**src/rtl/qpht_pkg.sv**
```systemverilog
// Shared types, widths and codes for the quadratic probe hash table.
package qpht_pkg;

  localparam int TABLE_DEPTH_DEF = 1024;

  localparam int KEY_W     = 31;
  localparam int SLOT_W    = 10;
  localparam int MOD_W     = 11;
  localparam int COEF_W    = 8;
  localparam int CFG_W     = 11;
  localparam int CFG_IDX_W = 2;
  localparam int STATUS_W  = 2;
  localparam int LEN_W     = 5;

  localparam logic MODE_INSERT = 1'b0;
  localparam logic MODE_SEARCH = 1'b1;

  localparam logic [STATUS_W-1:0] ST_INSERTED  = 2'd0;
  localparam logic [STATUS_W-1:0] ST_FULL      = 2'd1;
  localparam logic [STATUS_W-1:0] ST_FOUND     = 2'd2;
  localparam logic [STATUS_W-1:0] ST_NOT_FOUND = 2'd3;

  localparam logic [CFG_IDX_W-1:0] CFG_MODULUS = 2'd0;
  localparam logic [CFG_IDX_W-1:0] CFG_LINEAR  = 2'd1;
  localparam logic [CFG_IDX_W-1:0] CFG_SQUARE  = 2'd2;

  localparam logic [MOD_W-1:0]  MODULUS_RST = 11'd10;
  localparam logic [COEF_W-1:0] LINEAR_RST  = 8'd1;
  localparam logic [COEF_W-1:0] SQUARE_RST  = 8'd3;

  typedef struct packed {
    logic             mode;
    logic [KEY_W-1:0] key;
  } in_item_t;

  typedef struct packed {
    logic [STATUS_W-1:0] status;
    logic [SLOT_W-1:0]   slot_index;
  } out_item_t;

  typedef struct packed {
    logic             start;
    logic [KEY_W-1:0] dividend;
    logic [LEN_W-1:0] nbits;
    logic [MOD_W-1:0] modulus;
  } rem_req_t;

  typedef struct packed {
    logic             done;
    logic [MOD_W-1:0] rem;
  } rem_rsp_t;

endpackage

```
**src/rtl/qpht_rem.sv**
```systemverilog
// Bit-serial restoring remainder unit, one dividend bit per cycle.
module qpht_rem (
  input  logic                clk,
  input  logic                rst_n,
  input  qpht_pkg::rem_req_t  req,
  output qpht_pkg::rem_rsp_t  rsp
);
  import qpht_pkg::*;

  logic             busy_r, busy_nxt;
  logic             done_r, done_nxt;
  logic [MOD_W-1:0] rem_r, rem_nxt;
  logic [MOD_W-1:0] mod_r, mod_nxt;
  logic [KEY_W-1:0] sh_r, sh_nxt;
  logic [LEN_W-1:0] cnt_r, cnt_nxt;
  logic [MOD_W:0]   trial;

  always_comb begin
    trial    = {rem_r, sh_r[KEY_W-1]};
    busy_nxt = busy_r;
    done_nxt = 1'b0;
    rem_nxt  = rem_r;
    mod_nxt  = mod_r;
    sh_nxt   = sh_r;
    cnt_nxt  = cnt_r;
    if (req.start) begin
      busy_nxt = 1'b1;
      rem_nxt  = '0;
      sh_nxt   = req.dividend;
      cnt_nxt  = req.nbits;
      mod_nxt  = req.modulus;
    end else if (busy_r) begin
      if (trial >= {1'b0, mod_r}) begin
        rem_nxt = MOD_W'(trial - {1'b0, mod_r});
      end else begin
        rem_nxt = MOD_W'(trial);
      end
      sh_nxt  = {sh_r[KEY_W-2:0], 1'b0};
      cnt_nxt = cnt_r - LEN_W'(1);
      if (cnt_r == LEN_W'(1)) begin
        busy_nxt = 1'b0;
        done_nxt = 1'b1;
      end
    end
  end

  always_ff @(posedge clk) begin
    if (!rst_n) begin
      busy_r <= 1'b0;
      done_r <= 1'b0;
    end else begin
      busy_r <= busy_nxt;
      done_r <= done_nxt;
    end
    rem_r <= rem_nxt;
    mod_r <= mod_nxt;
    sh_r  <= sh_nxt;
    cnt_r <= cnt_nxt;
  end

  assign rsp.done = done_r;
  assign rsp.rem  = rem_r;

endmodule

```
**config.mk**
```make
export PLATFORM = sky130hd
export DESIGN_NAME = qpht_rem
export DESIGN_NICKNAME = d
export VERILOG_FILES = /design/src/rtl/qpht_pkg.sv /design/src/rtl/qpht_rem.sv
export SDC_FILE = /design/constraint.sdc
export NUM_CORES = 1
export LEC_CHECK = 0
export ABC_AREA = 1
export BUFFER_PORTS_ARGS = -buffer_cell sky130_fd_sc_hd__buf_4
export CAP_MARGIN = 20
export CELL_PAD_IN_SITES_DETAIL_PLACEMENT = 2
export CELL_PAD_IN_SITES_GLOBAL_PLACEMENT = 2
export CORE_ASPECT_RATIO = 1.75
export CORE_MARGIN = 2
export CORE_UTILIZATION = 33
export CTS_BUF_LIST = sky130_fd_sc_hd__clkbuf_4 sky130_fd_sc_hd__clkbuf_8
export DETAILED_ROUTE_END_ITERATION = 8
export PLACE_DENSITY_LB_ADDON = 0.1
export SLEW_MARGIN = 0
export SYNTH_ARGS = -nofsm -noshare
export SYNTH_HDL_FRONTEND = slang
export SYNTH_SLANG_ARGS = --single-unit
```
**constraint.sdc**
```tcl
create_clock -name clk -period 2.3 [get_ports clk]
set_input_delay 0.115 -clock clk [delete_from_list [all_inputs] [get_ports clk]]
set_output_delay 0.115 -clock clk [all_outputs]
set_load 0.01 [all_outputs]
```
==> flow_summary.ini <==
[run_status]
status = finished, final reports clean

[timing]
min_period_ns = 2.04
worst_slew_pin_slew_ns = 0.497
setup-tns-final_ns = 0
skew_ns = 0.00736
rsz0062_at_grt = no
fin_crit_sh = 0.886
relSlewSlack = 0.669
hold_violations = 0
fmax_mhz = 490
final-setup-viol-count = 0
slew_violations = 0

[routing]
wl_per_cell_um = 16.1
vias = 2894
vias_per_cell = 4.74
postRouteAntennaNets = 0
drt-initial-drc-count = 92
dr.pass1.iters = 4
drt-total-wl_um = 9820
drc = 0

[layout]
antenna_cells = 0
drive_above_1_share = 0.196
final_cell_area_um2 = 4170
nets = 545
area_growth_syn_to_layout_pct = 27.5

[global_routing]
grt_max_degree = 47
gr-usage-all-layers = 0.203
grt_pass1_wl_um = 16500
overflow = 0
antenna_found_initial = 0
grt_pass1_vias = 3306

[die]
fp.dieArea_um2 = 10800
ioPinCount = 62
coreArea_um2 = 9790
die_w_um = 79.3
die_height_um = 136
start_util = 0.334
fp-row-count = 48

[yosys]
seq_area_frac_synth = 0.511
yosysMostFrequentCell = nand2_1
yosysTopAreaCellShare = 0.431
yosys.area_share.simple = 0.297
synth_cells = 401
synthXorXnorAreaFrac = 0.00802
syn_avg_cell_area_um2 = 8.17
synthTopCellsByArea = edfxtp_1 43%, nand2_1 19%, dfxtp_1 7.9%
yosys.area.top_type = edfxtp_1
synth_edf_count = 47
syn_nets = 465
ys_ff_latch = 60
synthTopCellsByCount = 166 x nand2_1, 60 x inv_1, 47 x edfxtp_1
synth-warning-count = 0
ys.flop_type = edfxtp_1
synth_area_um2 = 3270
synth_fa_ha_area_frac = 0.0558
synth-async-reset-ratio = 0
synth_top_family_by_area = simple AND/OR/NAND/NOR gates
synth_compound_area_frac = 0.0290
muxShareOfSynthArea = 0
synth_cell_types = 30

[setup_path]
cp_slowest_cell = fa_1
crit_type = flop to flop
cpPeakStageDelay_ns = 0.40
worstPathArrival_ns = 2.32
end_kind = flop
crit_chain = ha_1 -> fa_1 -> inv_1 -> nand3_1 -> nand3_1 -> nand2_2 -> buf_4 -> nand4_1 -> nand3_1 -> o21ai_1
critPathMaxFanout = 7
start_kind = flop
critical_path_required_ns = 2.58
cp_common_cell = nand3_1

[cts]
cts_buffers = 9
clockBufferDepth = 2
clkSinkCount = 60
cts-root-buf = clkbuf_8
cts_setup_buffers = 0
clk_latency_ns = 0.34
cts_tree = built
ctsHtreeMaxLevel = 3
clk_pin_slew_ns = 0.07

[placed_design]
port_buffers = 61
place_congestion = 0.794
dp_hpwl_um = 7400
post_dp_cell_area_um2 = 3870

[pwr]
power_density_nw_per_um2 = 622
p_leak_nw = 2.12
vdd_ir_drop_max_mv = 0.426

[job]
drv_cap = 0

[min_path]
holdCritPathClass = primary input to flop
[power breakdown]
part | internal [W] | leakage, nW | switching (W)
registers | 0.00128 | 0.582 | 0.0000369
clock network | 0.000480 | 0.0964 | 0.000412
logic | 0.000164 | 1.44 | 0.000223
[cells in the final DEF, fill, tap and decap left out, drive strengths merged]
cell type | Yosys | routed
a21oi | 7 | 7
a31oi | 1 | 1
buf | 7 | 71
clkbuf | 6 | 13
clkinv | 1 | 3
dfxtp | 13 | 13
dlygate4sd3 | 0 | 11
edfxtp | 47 | 47
fa | 1 | 1
ha | 13 | 13
inv | 62 | 62
nand2 | 169 | 169
nand3 | 28 | 28
nand4 | 16 | 16
nor2 | 13 | 13
nor3 | 1 | 1
nor4 | 2 | 2
o21ai | 10 | 10
or2 | 1 | 1
xnor2 | 2 | 2
xor2 | 1 | 1
[sequential cells by signal (all words and copies together), names as in the netlist]
name    cells
rem_r      11
done_r      1
busy_r      1
mod_r      11
cnt_r       5
sh_r       31
[area by class of cell]
cell class / count / area (um^2)
clock inverters: 2 / 8.76
repair buffers: 82 / 643
well taps: 125 / 156
clock buffers: 13 / 173
fillers: 1130 / 5620
inverters: 63 / 236
flip-flops and latches: 60 / 1670
multi-input cells: 265 / 1280
[stage by stage]
stage          std cells  setup slack [ns]  hold WS, ns  utilization  power, W
6_report             610             0.261       0.0277        0.426   0.00260
5_1_grt              610            0.0894       0.0196        0.426   0.00274
4_1_cts              610             0.180      0.00578        0.426   0.00265
3_5_place_dp         584             0.192        0.294        0.396   0.00172
3_3_place_gp         584             0.330        0.294        0.396   0.00170
2_1_floorplan        401             0.506        0.214            -   0.00154
[routing by layer]
layer / global-route usage / routed length (um) / up-vias
met5: 0 / 0 / -
met4: 0.0728 / 148 / 0
met3: 0.0380 / 249 / 10
met2: 0.382 / 5670 / 43
met1: 0.223 / 3760 / 1402
li1: - / - / 1439
[final timing paths]
kind | startpoint | end | slack (ns) | depth (start not counted)
hold reg to reg | busy_r$_SDFF_PN0_ | done_r$_SDFF_PP0_ | 0.49 | 2
setup / recovery | mod_r[0]$_DFFE_PP_ | rem_r[3]$_SDFFE_PP0P_ | 0.26 | 10
hold / removal | req[47] | done_r$_SDFF_PP0_ | 0.03 | 2
setup reg to reg | mod_r[0]$_DFFE_PP_ | rem_r[3]$_SDFFE_PP0P_ | 0.26 | 10
[kinds of logic after synthesis]
family,after synthesis
AO/OA/AOI/OAI,18
XOR/XNOR,3
adder cells (fa/ha/maj),14
buffers and inverters,76
flip-flops,60
AND/OR/NAND/NOR,230
[critical path: cells and delay by family (launching register included)]
kind            cells  cell delay (ns)
fa+ha+maj           2             0.64
simple gates        5             0.55
flops               1             0.39
buf+inv             2             0.30
compound gates      1             0.08
[what timing repair did]
action,in CTS,in global routing
hold buffers,11,0
resized for setup,0,1
endpoints found under the hold margin,11,0
setup endpoints to repair,0,1
(Power assumes the default switching activity.)
